File: config.mk
export PLATFORM = sky130hd
export DESIGN_NAME = serial_frame_deframer_xor_check_unit_flat
export DESIGN_NICKNAME = d
export VERILOG_FILES = /design/src/rtl/sfd_pkg.sv /design/src/rtl/sfd_if.sv /design/src/rtl/sfd_ctrl.sv /design/src/rtl/sfd_datapath.sv /design/src/rtl/serial_frame_deframer_xor_check_unit.sv /design/src/flat_wrapper.sv
export SDC_FILE = /design/constraint.sdc
export NUM_CORES = 1
export LEC_CHECK = 0
export ABC_AREA = 1
export BUFFER_PORTS_ARGS = -buffer_cell sky130_fd_sc_hd__buf_4
export CAP_MARGIN = 20
export CORE_ASPECT_RATIO = 1.5
export CORE_MARGIN = 2
export CORE_UTILIZATION = 31
export DETAILED_ROUTE_END_ITERATION = 6
export GPL_TIMING_DRIVEN = 0
export SYNTH_ARGS = -nofsm -noshare
export SYNTH_HDL_FRONTEND = slang
export SYNTH_HIERARCHICAL = 1
export SYNTH_SLANG_ARGS = --single-unit
File: constraint.sdc
create_clock -name clock -period 3.2 [get_ports clock]
set_input_delay 0.48 -clock clock [delete_from_list [all_inputs] [get_ports clock]]
set_output_delay 0.48 -clock clock [all_outputs]
set_load 0.01 [all_outputs]
File: src/rtl/sfd_pkg.sv
// ----------------------------------------------------------------------------
// sfd_pkg
// Shared types and constants of the serial frame deframer.
// ----------------------------------------------------------------------------
`default_nettype none

package sfd_pkg;

   localparam logic [7:0] HDR_FIRST  = 8'h55;
   localparam logic [7:0] HDR_SECOND = 8'hAA;
   localparam logic [7:0] LATCH_IDLE = 8'hFF;

   // most payload bytes in one frame (byte_index is 5 bits)
   localparam int MAX_PAYLOAD = 30;

   localparam logic OP_RX_BYTE     = 1'b0;
   localparam logic OP_CLEAR_LATCH = 1'b1;

   localparam logic [1:0] STATUS_PAYLOAD = 2'd0;
   localparam logic [1:0] STATUS_EMPTY   = 2'd1;
   localparam logic [1:0] STATUS_BAD_CHK = 2'd2;
   localparam logic [1:0] STATUS_BAD_LEN = 2'd3;

   typedef enum logic [2:0] {
      ST_HUNT0,
      ST_HUNT1,
      ST_LEN,
      ST_ID,
      ST_DATA,
      ST_CHECK,
      ST_EMIT_RD,
      ST_EMIT_WR
   } state_type;

   // controller -> datapath
   typedef struct packed {
      logic       clear_latch;
      logic       take_len;
      logic       take_id;
      logic       take_data;
      logic       check_cmd;
      logic       out_load;
      logic [1:0] out_status;
      logic       emit_start;
      logic       emit_rd;
      logic       emit_load;
   } cmd_type;

   // datapath -> controller
   typedef struct packed {
      logic hdr_first;
      logic hdr_second;
      logic len_bad;
      logic len_one;
      logic data_done;
      logic xor_match;
      logic emit_last;
      logic out_free;
   } stat_type;

endpackage

`default_nettype wire

File: src/rtl/sfd_if.sv
// ----------------------------------------------------------------------------
// sfd_if
// Valid/ready channels of the deframer: byte input, result output, CSR write.
// ----------------------------------------------------------------------------
`default_nettype none

interface sfd_req_if;
   logic       valid;
   logic       ready;
   logic       opcode;
   logic [7:0] rx_byte;
   modport source (output valid, output opcode, output rx_byte, input ready);
   modport sink   (input valid, input opcode, input rx_byte, output ready);
endinterface

interface sfd_rsp_if;
   logic       valid;
   logic       ready;
   logic [1:0] status;
   logic [7:0] ident;
   logic [7:0] payload_byte;
   logic [4:0] byte_index;
   logic       last;
   logic [7:0] command;
   modport source (output valid, output status, output ident, output payload_byte,
                   output byte_index, output last, output command, input ready);
   modport sink   (input valid, input status, input ident, input payload_byte,
                   input byte_index, input last, input command, output ready);
endinterface

interface sfd_csr_if;
   logic       valid;
   logic       ready;
   logic [7:0] data;
   modport source (output valid, output data, input ready);
   modport sink   (input valid, input data, output ready);
endinterface

`default_nettype wire

File: src/rtl/sfd_ctrl.sv
// ----------------------------------------------------------------------------
// sfd_ctrl
// Frame hunting state machine; issues datapath commands per beat.
// ----------------------------------------------------------------------------
`default_nettype none

module sfd_ctrl (
   input  wire logic             clock,
   input  wire logic             reset,
   input  wire logic             req_valid,
   input  wire logic             req_opcode,
   output logic                  req_ready,
   input  wire sfd_pkg::stat_type stat,
   output sfd_pkg::cmd_type      cmd
);

   sfd_pkg::state_type state_ff, state_in;
   logic               accept;

   always_ff @(posedge clock) begin
      if (reset) begin
         state_ff <= sfd_pkg::ST_HUNT0;
      end else begin
         state_ff <= state_in;
      end
   end

   always_comb begin
      req_ready = (state_ff != sfd_pkg::ST_EMIT_RD) && (state_ff != sfd_pkg::ST_EMIT_WR)
                  && stat.out_free;
      accept    = req_valid && req_ready;
      state_in  = state_ff;
      cmd       = '0;
      if (accept && (req_opcode == sfd_pkg::OP_CLEAR_LATCH)) begin
         cmd.clear_latch = 1'b1;
      end else begin
         case (state_ff)
            sfd_pkg::ST_HUNT0: begin
               if (accept && stat.hdr_first) state_in = sfd_pkg::ST_HUNT1;
            end
            sfd_pkg::ST_HUNT1: begin
               if (accept) state_in = stat.hdr_second ? sfd_pkg::ST_LEN : sfd_pkg::ST_HUNT0;
            end
            sfd_pkg::ST_LEN: begin
               if (accept) begin
                  if (stat.len_bad) begin
                     cmd.out_load   = 1'b1;
                     cmd.out_status = sfd_pkg::STATUS_BAD_LEN;
                     state_in       = sfd_pkg::ST_HUNT0;
                  end else begin
                     cmd.take_len = 1'b1;
                     state_in     = sfd_pkg::ST_ID;
                  end
               end
            end
            sfd_pkg::ST_ID: begin
               if (accept) begin
                  cmd.take_id = 1'b1;
                  state_in    = stat.len_one ? sfd_pkg::ST_CHECK : sfd_pkg::ST_DATA;
               end
            end
            sfd_pkg::ST_DATA: begin
               if (accept) begin
                  cmd.take_data = 1'b1;
                  if (stat.data_done) state_in = sfd_pkg::ST_CHECK;
               end
            end
            sfd_pkg::ST_CHECK: begin
               if (accept) begin
                  state_in = sfd_pkg::ST_HUNT0;
                  if (!stat.xor_match) begin
                     cmd.out_load   = 1'b1;
                     cmd.out_status = sfd_pkg::STATUS_BAD_CHK;
                  end else if (stat.len_one) begin
                     cmd.out_load   = 1'b1;
                     cmd.out_status = sfd_pkg::STATUS_EMPTY;
                  end else begin
                     cmd.check_cmd  = 1'b1;
                     cmd.emit_start = 1'b1;
                     state_in       = sfd_pkg::ST_EMIT_RD;
                  end
               end
            end
            sfd_pkg::ST_EMIT_RD: begin
               cmd.emit_rd = 1'b1;
               state_in    = sfd_pkg::ST_EMIT_WR;
            end
            sfd_pkg::ST_EMIT_WR: begin
               if (stat.out_free) begin
                  cmd.emit_load = 1'b1;
                  state_in      = stat.emit_last ? sfd_pkg::ST_HUNT0 : sfd_pkg::ST_EMIT_RD;
               end
            end
            default: state_in = sfd_pkg::ST_HUNT0;
         endcase
      end
   end

endmodule

`default_nettype wire

File: src/rtl/sfd_datapath.sv
// ----------------------------------------------------------------------------
// sfd_datapath
// Frame registers, payload store, running XOR, command latch, result register.
// ----------------------------------------------------------------------------
`default_nettype none

module sfd_datapath #(
   parameter int BUF_DEPTH = 32
) (
   input  wire logic             clock,
   input  wire logic             reset,
   input  wire logic [7:0]       rx_byte,
   input  wire logic             csr_valid,
   input  wire logic [7:0]       csr_data,
   input  wire logic             rsp_ready,
   input  wire sfd_pkg::cmd_type cmd,
   output sfd_pkg::stat_type     stat,
   output logic                  rsp_valid,
   output logic [1:0]            rsp_status,
   output logic [7:0]            rsp_ident,
   output logic [7:0]            rsp_payload_byte,
   output logic [4:0]            rsp_byte_index,
   output logic                  rsp_last,
   output logic [7:0]            rsp_command
);

   // longest accepted length byte, payload store depth
   localparam int         MAX_LEN_I = (BUF_DEPTH - 1 < sfd_pkg::MAX_PAYLOAD + 1) ?
                                      BUF_DEPTH - 1 : sfd_pkg::MAX_PAYLOAD + 1;
   localparam logic [7:0] MAX_LEN   = 8'(MAX_LEN_I);
   localparam int         PAY_DEPTH = MAX_LEN_I - 1;
   localparam int         IDX_W     = (PAY_DEPTH > 1) ? $clog2(PAY_DEPTH) : 1;

   logic [7:0] mem [PAY_DEPTH];
   logic [7:0] rd_ff;
   logic [4:0] len_ff;
   logic [7:0] id_ff;
   logic [4:0] count_ff;
   logic [4:0] idx_ff;
   logic [7:0] xor_ff;
   logic [7:0] first_ff;
   logic [7:0] latch_ff;
   logic [7:0] cfg_ff;
   logic       valid_ff;
   logic [1:0] status_ff;
   logic [7:0] fid_ff;
   logic [7:0] pay_ff;
   logic [4:0] bidx_ff;
   logic       last_ff;
   logic [7:0] cmdv_ff;

   always_comb begin
      stat.hdr_first  = (rx_byte == sfd_pkg::HDR_FIRST);
      stat.hdr_second = (rx_byte == sfd_pkg::HDR_SECOND);
      stat.len_bad    = (rx_byte == 8'd0) || (rx_byte > MAX_LEN);
      stat.len_one    = (len_ff == 5'd1);
      stat.data_done  = (count_ff == len_ff - 5'd2);
      stat.xor_match  = (xor_ff == rx_byte);
      stat.emit_last  = (idx_ff == len_ff - 5'd2);
      stat.out_free   = !valid_ff || rsp_ready;
   end

   // frame capture
   always_ff @(posedge clock) begin
      if (cmd.take_len) begin
         len_ff   <= rx_byte[4:0];
         xor_ff   <= rx_byte;
         count_ff <= 5'd0;
      end
      if (cmd.take_id) begin
         id_ff  <= rx_byte;
         xor_ff <= xor_ff ^ rx_byte;
      end
      if (cmd.take_data) begin
         mem[count_ff[IDX_W-1:0]] <= rx_byte;
         xor_ff   <= xor_ff ^ rx_byte;
         count_ff <= count_ff + 5'd1;
         if (count_ff == 5'd0) first_ff <= rx_byte;
      end
      if (cmd.emit_start) idx_ff <= 5'd0;
      if (cmd.emit_rd)    rd_ff  <= mem[idx_ff[IDX_W-1:0]];
      if (cmd.emit_load)  idx_ff <= idx_ff + 5'd1;
   end

   // command latch and CSR
   always_ff @(posedge clock) begin
      if (reset) begin
         latch_ff <= sfd_pkg::LATCH_IDLE;
         cfg_ff   <= 8'd0;
      end else begin
         if (csr_valid) cfg_ff <= csr_data;
         if (cmd.clear_latch) begin
            latch_ff <= sfd_pkg::LATCH_IDLE;
         end else if (cmd.check_cmd && (id_ff == cfg_ff)) begin
            latch_ff <= first_ff;
         end
      end
   end

   // result register
   always_ff @(posedge clock) begin
      if (reset) begin
         valid_ff <= 1'b0;
      end else if (cmd.out_load || cmd.emit_load) begin
         valid_ff <= 1'b1;
      end else if (rsp_ready) begin
         valid_ff <= 1'b0;
      end
   end

   always_ff @(posedge clock) begin
      if (cmd.out_load) begin
         status_ff <= cmd.out_status;
         fid_ff    <= (cmd.out_status == sfd_pkg::STATUS_BAD_LEN) ? 8'd0 : id_ff;
         pay_ff    <= 8'd0;
         bidx_ff   <= 5'd0;
         last_ff   <= 1'b1;
         cmdv_ff   <= latch_ff;
      end else if (cmd.emit_load) begin
         status_ff <= sfd_pkg::STATUS_PAYLOAD;
         fid_ff    <= id_ff;
         pay_ff    <= rd_ff;
         bidx_ff   <= idx_ff;
         last_ff   <= stat.emit_last;
         cmdv_ff   <= latch_ff;
      end
   end

   assign rsp_valid        = valid_ff;
   assign rsp_status       = status_ff;
   assign rsp_ident        = fid_ff;
   assign rsp_payload_byte = pay_ff;
   assign rsp_byte_index   = bidx_ff;
   assign rsp_last         = last_ff;
   assign rsp_command      = cmdv_ff;

   a_index_in_store: assert property (@(posedge clock) disable iff (reset)
      (valid_ff && status_ff == sfd_pkg::STATUS_PAYLOAD) |-> (bidx_ff < 5'(PAY_DEPTH)))
      else $error("payload beat index beyond store");

   a_single_is_last: assert property (@(posedge clock) disable iff (reset)
      (valid_ff && status_ff != sfd_pkg::STATUS_PAYLOAD) |-> (last_ff && pay_ff == 8'd0))
      else $error("single result not marked last");

   a_reject_zeroed: assert property (@(posedge clock) disable iff (reset)
      (valid_ff && status_ff == sfd_pkg::STATUS_BAD_LEN) |-> (fid_ff == 8'd0 && bidx_ff == 5'd0))
      else $error("length reject carries frame fields");

   a_no_load_over_full: assert property (@(posedge clock) disable iff (reset)
      (valid_ff && !rsp_ready) |-> !(cmd.out_load || cmd.emit_load))
      else $error("result register overwritten while stalled");

endmodule

`default_nettype wire

File: src/rtl/serial_frame_deframer_xor_check_unit.sv
// ----------------------------------------------------------------------------
// serial_frame_deframer_xor_check_unit
// Header/length/XOR-check frame parser for a byte-serial receive link.
// ----------------------------------------------------------------------------
// Timing: a single result (empty frame, check error, length reject) is in the
//   result register the next cycle after the byte beat that decides it is taken.
// Throughput: one byte per cycle while no result waits and no burst runs; a good
//   frame of N payload bytes streams N result beats (payload store read, then load).
// Reset: synchronous, active high; hunting restarts, command latch 255, register 0.
//   The payload store needs no clearing pass.
`default_nettype none

module serial_frame_deframer_xor_check_unit #(
   parameter int BUF_DEPTH = 32
) (
   input wire logic   clock,
   input wire logic   reset,
   sfd_req_if.sink    req_bus,
   sfd_rsp_if.source  rsp_bus,
   sfd_csr_if.sink    csr_bus
);

   sfd_pkg::cmd_type  cmd;
   sfd_pkg::stat_type stat;

   // register port never stalls
   assign csr_bus.ready = 1'b1;

   // Controller: header hunt, length/id/data/check sequencing, result burst.
   // Input beats are held off during the burst and while a result is stuck.
   sfd_ctrl u_ctrl (
      .clock      (clock),
      .reset      (reset),
      .req_valid  (req_bus.valid),
      .req_opcode (req_bus.opcode),
      .req_ready  (req_bus.ready),
      .stat       (stat),
      .cmd        (cmd)
   );

   // Datapath: payload store, running XOR of length/id/payload, command latch,
   // and the output register that decouples result beats from the input side.
   sfd_datapath #(
      .BUF_DEPTH (BUF_DEPTH)
   ) u_datapath (
      .clock            (clock),
      .reset            (reset),
      .rx_byte          (req_bus.rx_byte),
      .csr_valid        (csr_bus.valid),
      .csr_data         (csr_bus.data),
      .rsp_ready        (rsp_bus.ready),
      .cmd              (cmd),
      .stat             (stat),
      .rsp_valid        (rsp_bus.valid),
      .rsp_status       (rsp_bus.status),
      .rsp_ident        (rsp_bus.ident),
      .rsp_payload_byte (rsp_bus.payload_byte),
      .rsp_byte_index   (rsp_bus.byte_index),
      .rsp_last         (rsp_bus.last),
      .rsp_command      (rsp_bus.command)
   );

endmodule

`default_nettype wire

File: src/flat_wrapper.sv
// flat-port wrapper written by rule: the top's interface ports become plain ports
module serial_frame_deframer_xor_check_unit_flat 
#(
   parameter int BUF_DEPTH = 32
)
  (clock, reset, req_bus_valid, req_bus_opcode, req_bus_rx_byte, req_bus_ready, rsp_bus_valid, rsp_bus_status, rsp_bus_ident, rsp_bus_payload_byte, rsp_bus_byte_index, rsp_bus_last, rsp_bus_command, rsp_bus_ready, csr_bus_valid, csr_bus_data, csr_bus_ready);
  sfd_req_if req_bus_i ();
  sfd_rsp_if rsp_bus_i ();
  sfd_csr_if csr_bus_i ();
  input wire logic clock;
  input wire logic reset;
  input wire logic [$bits(req_bus_i.valid)-1:0] req_bus_valid;
  input wire logic [$bits(req_bus_i.opcode)-1:0] req_bus_opcode;
  input wire logic [$bits(req_bus_i.rx_byte)-1:0] req_bus_rx_byte;
  output wire logic [$bits(req_bus_i.ready)-1:0] req_bus_ready;
  output wire logic [$bits(rsp_bus_i.valid)-1:0] rsp_bus_valid;
  output wire logic [$bits(rsp_bus_i.status)-1:0] rsp_bus_status;
  output wire logic [$bits(rsp_bus_i.ident)-1:0] rsp_bus_ident;
  output wire logic [$bits(rsp_bus_i.payload_byte)-1:0] rsp_bus_payload_byte;
  output wire logic [$bits(rsp_bus_i.byte_index)-1:0] rsp_bus_byte_index;
  output wire logic [$bits(rsp_bus_i.last)-1:0] rsp_bus_last;
  output wire logic [$bits(rsp_bus_i.command)-1:0] rsp_bus_command;
  input wire logic [$bits(rsp_bus_i.ready)-1:0] rsp_bus_ready;
  input wire logic [$bits(csr_bus_i.valid)-1:0] csr_bus_valid;
  input wire logic [$bits(csr_bus_i.data)-1:0] csr_bus_data;
  output wire logic [$bits(csr_bus_i.ready)-1:0] csr_bus_ready;
  assign req_bus_i.valid = req_bus_valid;
  assign req_bus_i.opcode = req_bus_opcode;
  assign req_bus_i.rx_byte = req_bus_rx_byte;
  assign req_bus_ready = req_bus_i.ready;
  assign rsp_bus_valid = rsp_bus_i.valid;
  assign rsp_bus_status = rsp_bus_i.status;
  assign rsp_bus_ident = rsp_bus_i.ident;
  assign rsp_bus_payload_byte = rsp_bus_i.payload_byte;
  assign rsp_bus_byte_index = rsp_bus_i.byte_index;
  assign rsp_bus_last = rsp_bus_i.last;
  assign rsp_bus_command = rsp_bus_i.command;
  assign rsp_bus_i.ready = rsp_bus_ready;
  assign csr_bus_i.valid = csr_bus_valid;
  assign csr_bus_i.data = csr_bus_data;
  assign csr_bus_ready = csr_bus_i.ready;
  serial_frame_deframer_xor_check_unit #(.BUF_DEPTH(BUF_DEPTH)) u_core (.clock(clock), .reset(reset), .req_bus(req_bus_i), .rsp_bus(rsp_bus_i), .csr_bus(csr_bus_i));
endmodule
==> flow_metrics.tcl, run 1 <==
set metrics [dict create \
    grt_pass1_vias 9891 \
    timing.rr.end "u_core/u_datapath/rsp_ident[2]" \
    reg2reg_depth 11 \
    place_area_um2 15700 \
    slew-limit-headroom_pct 40.3 \
    seq_power_share_pct 53.9 \
    setup_violations 0 \
    antenna_found_initial 0 \
    grt_use_total_pct 15.0 \
    post-dp-hpwl_um 25400 \
    grt_pass1_wl_um 56000 \
    nNetsFinal 1544 \
    clockBufferDepth 3 \
    grt_start_max_net_pins 39 \
    cts_tree "yes" \
    maxCapViolations 0 \
    drive_above_1_share_pct 10.8 \
    async_flop_share_pct 0 \
    cpMostUsedCell "nand2_1" \
    dr.pass1.iters 7 \
    antenna_cells 0 \
    timing.final.hold_violations 0 \
    synth_commonest_cells "514 x nand2_1, 305 x edfxtp_1, 151 x nand3_1, 150 x inv_1, 90 x nor2_1" \
    ys_types 36 \
    highest_layer "met4" \
    finClkSkew_ps 19.7 \
    path_class "flip-flop to flip-flop" \
    p_switching_w 0.00193 \
    wl_met3_um 1640 \
    fp.dieW_um 181 \
    ant_nets 0 \
    power.density_nw_per_um2 544 \
    cpPeakStageDelay_ps 450 \
    critPathMaxFanout 17 \
    gp_congestion 0.926 \
    violations "DRC" \
    path_buf_inv 4 \
    syn_area_per_cell_um2 10.2 \
    met2_length_um 20200 \
    cp_slowest_cell "clkbuf_1" \
    post-place-cells 2075 \
    fillCellCount 4569 \
    path_depth 11 \
    cts_hold_buf 0 \
    p_comb_share_pct 4.0 \
    path_cells "xor2_1, inv_1, nand2_1, nor4_2, nand2_1, nand2_1, a21oi_1, nor2_1, clkbuf_1, clkinvlp_4, buf_4" \
    area_growth_pct 15.4 \
    yosysSeqAreaShare_pct 67.6 \
    worst_pin_slew_ps 892 \
    ys_seq_elements 339 \
    synth_top_area_cell "edfxtp_1" \
    cts-root-buf "clkbuf_16" \
    maxSlewViolCount 0 \
    design_area_um2 16800 \
    p_leak_nw 6.76 \
    swShare_pct 21.2 \
    outcome "complete, but fails checks" \
    rsz0062_at_grt "false" \
    worstSetupStartpointType "flip-flop" \
    ir_drop_mv 0.376 \
    fin_total_pwr_w 0.00913 \
    cts_htree_levels 1 \
    worstReg2RegStart "u_core/u_datapath/xor_ff[2]" \
    numClockSinks 339 \
    startpoint "u_core/u_datapath/xor_ff[2]" \
    core-area_um2 46500 \
    finalNonFillerCells 2134 \
    synthesis.instances 1425 \
    power.internal_w 0.00720 \
    io_buffers 55 \
    cp_top_family "buffers and inverters" \
    critPathCaptureType "flip-flop" \
    holdCritPathClass "primary input to flip-flop" \
    fp.dieH_um 269 \
    ioPinCount 57 \
    hold_start "csr_bus_data[7]" \
    post-route-period-util_pct 90.0 \
    path_clk_slew_ps 70 \
    critPathRequiredTime_ps 3530 \
    start_util_pct 31.3 \
    timing.hold.ws_ps 156 \
    ys.warnings.count 6 \
    synth_most_common_cell "nand2_1" \
    p_clk_share_pct 42.2 \
    netlist.area_leader.share_pct 62.9 \
    num_rows 97 \
    grt_overflow_total 0 \
    synth-main-ff-cell "edfxtp_1" \
    syn_area_um2 14600 \
    synthTopCellsByArea "edfxtp_1 63%, nand2_1 13%, nand3_1 5.2%" \
    viasPerCell 4.70 \
    cp_data_arrival_time_ps 3210 \
    fin_crit_ps 2880 \
    synth.net_count 1453 \
    cts_buffers 31 \
    die_area_um2 48700 \
    synth_edf_count 305 \
    drt_iter0_drc 848 \
    met1_length_um 13400 \
    worstSetupEndpoint "u_core/u_datapath/rsp_ident[2]" \
    num_vias 10000 \
    ff2ff_setup_slack_ps 320 \
    clk_latency_ps 580 \
    drc 2 \
    fmaxAchievable_mhz 347 \
    wl_per_cell_um 17.4 \
    routed_wl_um 37100 \
]
-- through the flow --
step / worst slack (ps) / utilization, % / TNS, ps
2_1_floorplan: 708 / - / 0
3_3_place_gp: -538 / 33.8 / -13330
3_5_place_dp: -555 / 33.8 / -14240
4_1_cts: 186 / 36.1 / 0
5_1_grt: 14.5 / 36.1 / 0
6_report: 319 / 36.1 / 0
-- per-layer routing --
layer,global-route usage (%),up-vias
met2,28.6,323
met5,0,-
met3,1.58,111
li1,-,4850
met1,15.7,4751
met4,8.40,0
-- power groups by stage --
stage	registers [W]	clock network [W]	logic [W]
2_1_floorplan	0.00502	0	0.000146
3_3_place_gp	0.00501	0	0.000360
3_5_place_dp	0.00501	0	0.000365
4_1_cts	0.00492	0.00391	0.000369
5_1_grt	0.00492	0.00408	0.000401
6_report	0.00492	0.00385	0.000363
-- registers in the layout (all words and copies together) (netlist names) --
name	cells
u_core/u_datapath/mem	240
u_core/u_datapath/rsp_ident	8
u_core/u_datapath/rsp_last	1
u_core/u_datapath/rsp_valid	1
u_core/u_datapath/first_ff	8
u_core/u_datapath/rsp_byte_index	5
u_core/u_ctrl/state_ff	3
u_core/u_datapath/rsp_command	8
u_core/u_datapath/cfg_ff	8
u_core/u_datapath/id_ff	8
u_core/u_datapath/xor_ff	8
u_core/u_datapath/rsp_payload_byte	8
u_core/u_datapath/latch_ff	8
u_core/u_datapath/rsp_status	2
u_core/u_datapath/rd_ff	8
u_core/u_datapath/len_ff	5
u_core/u_datapath/count_ff	5
u_core/u_datapath/idx_ff	5
-- what timing repair did --
item | CTS | global route
setup buffers | 2 | 0
resized for setup | 2 | 0
endpoints found under the setup margin | 25 | 0
-- area by class of cell --
| cell class | count | area (um2) | area share (%) |
|---|---|---|---|
| plain buffers | 58 | 313 | 1.86 |
| clock buffers | 34 | 787 | 4.69 |
| clock inverters | 23 | 269 | 1.60 |
| inverters | 156 | 589 | 3.51 |
| multi-input cells | 872 | 3820 | 22.7 |
| flip-flops and latches | 339 | 9840 | 58.6 |
| well taps | 594 | 743 | 4.43 |
| repair buffers | 58 | 435 | 2.59 |
-- worst register-to-register path: stages (launching register included) --
cell        delay [ps]
edfxtp_1           390
xor2_1             170
inv_1              100
nand2_1             70
nor4_2             360
nand2_1            150
nand2_1             90
a21oi_1            130
nor2_1             290
clkbuf_1           450
clkinvlp_4         180
buf_4              230
-- kinds of logic after synthesis --
group	synth area share, %
other	0.0258
adder cells (fa/ha/maj)	0.516
XOR/XNOR	1.14
buffers and inverters	6.17
flip-flops	67.6
AO/OA/AOI/OAI	2.28
AND/OR/NAND/NOR	22.2
-- layout by cell type, fill, tap and decap left out, types with 23 or more instances in the layout --
| cell type | n |
|---|---|
| clkbuf_16 | 31 |
| nand2_1 | 514 |
| buf_2 | 25 |
| nand3_1 | 151 |
| inv_1 | 149 |
| buf_4 | 61 |
| dfxtp_1 | 34 |
| edfxtp_1 | 305 |
| a21oi_1 | 25 |
| clkbuf_1 | 23 |
| nor2_1 | 90 |
-- worst min-delay path by stage --
stage / endpoint / slack [ps] / cells past startpoint
CTS: u_core/u_datapath/cfg_ff[7] / 140 / 3
global placement: u_core/u_datapath/rsp_command[0] / 420 / 0
finish: u_core/u_datapath/cfg_ff[7] / 160 / 3
floorplan: u_core/u_datapath/rsp_command[0] / 410 / 0
global route: u_core/u_datapath/cfg_ff[7] / 160 / 3
detailed placement: u_core/u_datapath/rsp_command[4] / 420 / 0
No activity file was read; power rests on OpenSTA's default activity.
==> inputs of run 2 (changes only) <==
ABC_AREA = unset   (was 1)
==> run 2 against run 1 <==
The run ends with setup timing left. Combinational power decreased by 54%. Count of clock-buffer cells in the layout down 2. Sequential share of layout area increased by 3.0 points. Sequential power down 2%. Non-clock buffer count decreased by 13. Fmax shrank 11%. Core utilization up 0.28 points. Clock power fell by 6.5%. Sequential cell count unchanged. Die area down 5.0%. Setup slack lost 370 ps. Cell count decreased by 28%. Largest cell class unchanged. Largest power group unchanged. Highest routed layer unchanged.
==> flow_metrics.tcl, run 2 <==
set metrics [dict create \
    cts_setup_buffers 0 \
    synth_edf_count 305 \
    dr.pass1.iters 5 \
    cts_tree "yes" \
    post-place-ws_ps -552 \
    clk_latency_ps 570 \
    layout_common_cells "305 x edfxtp_1, 75 x mux2i_1, 61 x buf_4" \
    holdCritPathClass "primary input to flip-flop" \
    violations "setup timing" \
    syn_area_per_cell_um2 16.3 \
    worst_pin_slew_ps 961 \
    grt_use_total_pct 13.5 \
    grt_overflow_total 0 \
    synth_commonest_cells "305 x edfxtp_1, 75 x mux2i_1, 66 x nor2_1, 35 x xnor2_1, 34 x dfxtp_1" \
    cts-root-buf "clkbuf_16" \
    p_leak_nw 5.02 \
    ir_drop_mv 0.396 \
    power.density_nw_per_um2 538 \
    drt_iter0_drc 487 \
    slew-limit-headroom_pct 35.7 \
    critPathRequiredTime_ps 3390 \
    synth_most_common_cell "edfxtp_1" \
    synth.net_count 875 \
    fin_crit_ps 3250 \
    ys.warnings.count 6 \
    path_clk_slew_ps 70 \
    ys_types 60 \
    critPathCaptureType "flip-flop" \
    synthesis.instances 847 \
    fp.dieH_um 262 \
    p_comb_share_pct 2.0 \
    rsz0062_at_grt "true" \
    cts_htree_levels 1 \
    antenna_cells 0 \
    clockBufferDepth 3 \
    maxSlewViolCount 0 \
    postLayoutCoreUtil_pct 36.4 \
    fmaxAchievable_mhz 307 \
    swShare_pct 19.4 \
    viasPerCell 4.93 \
    nNetsFinal 962 \
    timing.final.ws_setup_ps -53.0 \
    largest_reg_flops 240 \
    setup_violations 25 \
    netlist.area_leader.share_pct 66.3 \
    num_rows 94 \
    grt_start_max_net_pins 39 \
    drc 0 \
    gp_congestion 0.814 \
    worstSetupStartpointType "flip-flop" \
    num_vias 7555 \
    critPathMaxFanout 10 \
    core-area_um2 43900 \
    path_class "flip-flop to flip-flop" \
    die_area_um2 46300 \
    area_growth_pct 15.7 \
    routed_wl_um 31300 \
    finClkSkew_ps 13.7 \
    final_common_cell "edfxtp_1" \
    yosysSeqAreaShare_pct 71.3 \
    grt_pass1_wl_um 46800 \
    post-dp-hpwl_um 21700 \
    ys_seq_elements 339 \
    ant_nets 0 \
    fin_total_pwr_w 0.00860 \
    post-route-period-util_pct 102 \
    synth-main-ff-cell "edfxtp_1" \
    io_buffers 54 \
    cts_hold_buf 0 \
    p_clk_share_pct 41.9 \
    synth_top_area_cell "edfxtp_1" \
    timing.final.hold_violations 0 \
    cts_resized 14 \
    numClockSinks 339 \
    syn_area_um2 13800 \
    p_switching_w 0.00166 \
    synthTopCellsByArea "edfxtp_1 66%, mux2i_1 5.4%, dfxtp_1 4.9%" \
    fp.dieW_um 176 \
    power.internal_w 0.00693 \
    seq_power_share_pct 56.1 \
    antenna_found_initial 0 \
    drive_above_1_share_pct 20.0 \
    ioPinCount 57 \
    design_area_um2 16000 \
    maxCapViolations 0 \
    place_area_um2 15000 \
    outcome "complete, but fails checks" \
    async_flop_share_pct 0 \
    grt_pass1_vias 7710 \
    cp_data_arrival_time_ps 3450 \
    wl_per_cell_um 20.4 \
    start_util_pct 31.5 \
    cts_buffers 29 \
]
## run 2: changes by cell type in the layout (fill, tap and decap cells not counted), moves of 27 or more
cell,change
nand3_1,-132
inv_1,-141
xnor2_1,+30
nor2_1,-40
mux2i_1,+75
nand2_1,-491
mux4_2,+27
## run 2: worst paths after layout
path | startpoint | end | slack [ps] | cells after the start
max | u_core/u_datapath/rsp_valid | u_core/u_datapath/mem[14][1] | -50 | 7
min | reset | u_core/u_ctrl/state_ff[0] | 120 | 2
min reg2reg | u_core/u_datapath/latch_ff[1] | u_core/u_datapath/rsp_command[1] | 430 | 0
max reg2reg | u_core/u_datapath/rsp_valid | u_core/u_datapath/mem[14][1] | -50 | 7
## run 2: area by class of cell
type | count | area (um2)
tap | 576 | 721
timing repair buffer | 56 | 418
multi-input combinational | 450 | 3730
clock inverter | 21 | 233
buffer | 47 | 255
inverter | 11 | 45.0
sequential | 339 | 9840
fill | 4062 | 27900
clock buffer | 32 | 737
## run 2: logic make-up after synthesis
kind of cell / after synthesis / share of synthesized area [%]
xor+xnor: 42 / 2.76
buf+inv: 58 / 2.15
other cells: 1 / 0.0272
compound gates: 89 / 4.74
flops: 339 / 71.3
mux: 114 / 11.0
fa+ha+maj: 6 / 0.544
simple gates: 198 / 7.47
## run 2: power by group through the flow
stage	logic, W	clock network (W)	registers, W
6_report	0.000168	0.00360	0.00483
5_1_grt	0.000184	0.00385	0.00482
4_1_cts	0.000171	0.00369	0.00483
3_5_place_dp	0.000170	0	0.00492
3_3_place_gp	0.000165	0	0.00492
2_1_floorplan	0.0000587	0	0.00492
## run 2: worst max-delay path, stage by stage (launching register included)
cell	delay [ps]
dfxtp_1	310
nand2b_1	220
nand2_2	120
or3_4	360
nor3b_2	410
clkbuf_1	340
nand3_1	350
nor2_1	760
## run 2: stage by stage
step / instances / setup TNS (ps) / hold WS, ps
floorplan: 847 / 0 / 409
finish: 1532 / -702 / 115
global route: 1532 / -10360 / 103
detailed placement: 1479 / -94560 / 419
global placement: 1477 / -92290 / 414
CTS: 1532 / 0 / 88.3
## run 2: layer usage
metal  up-vias  wire length, um  track usage (%)
li1       3458                -                -
met1      3821            11000             13.9
met2       219            17700             26.3
met3        57             1350             1.82
met4         0             1300             6.23
met5         -                0                0
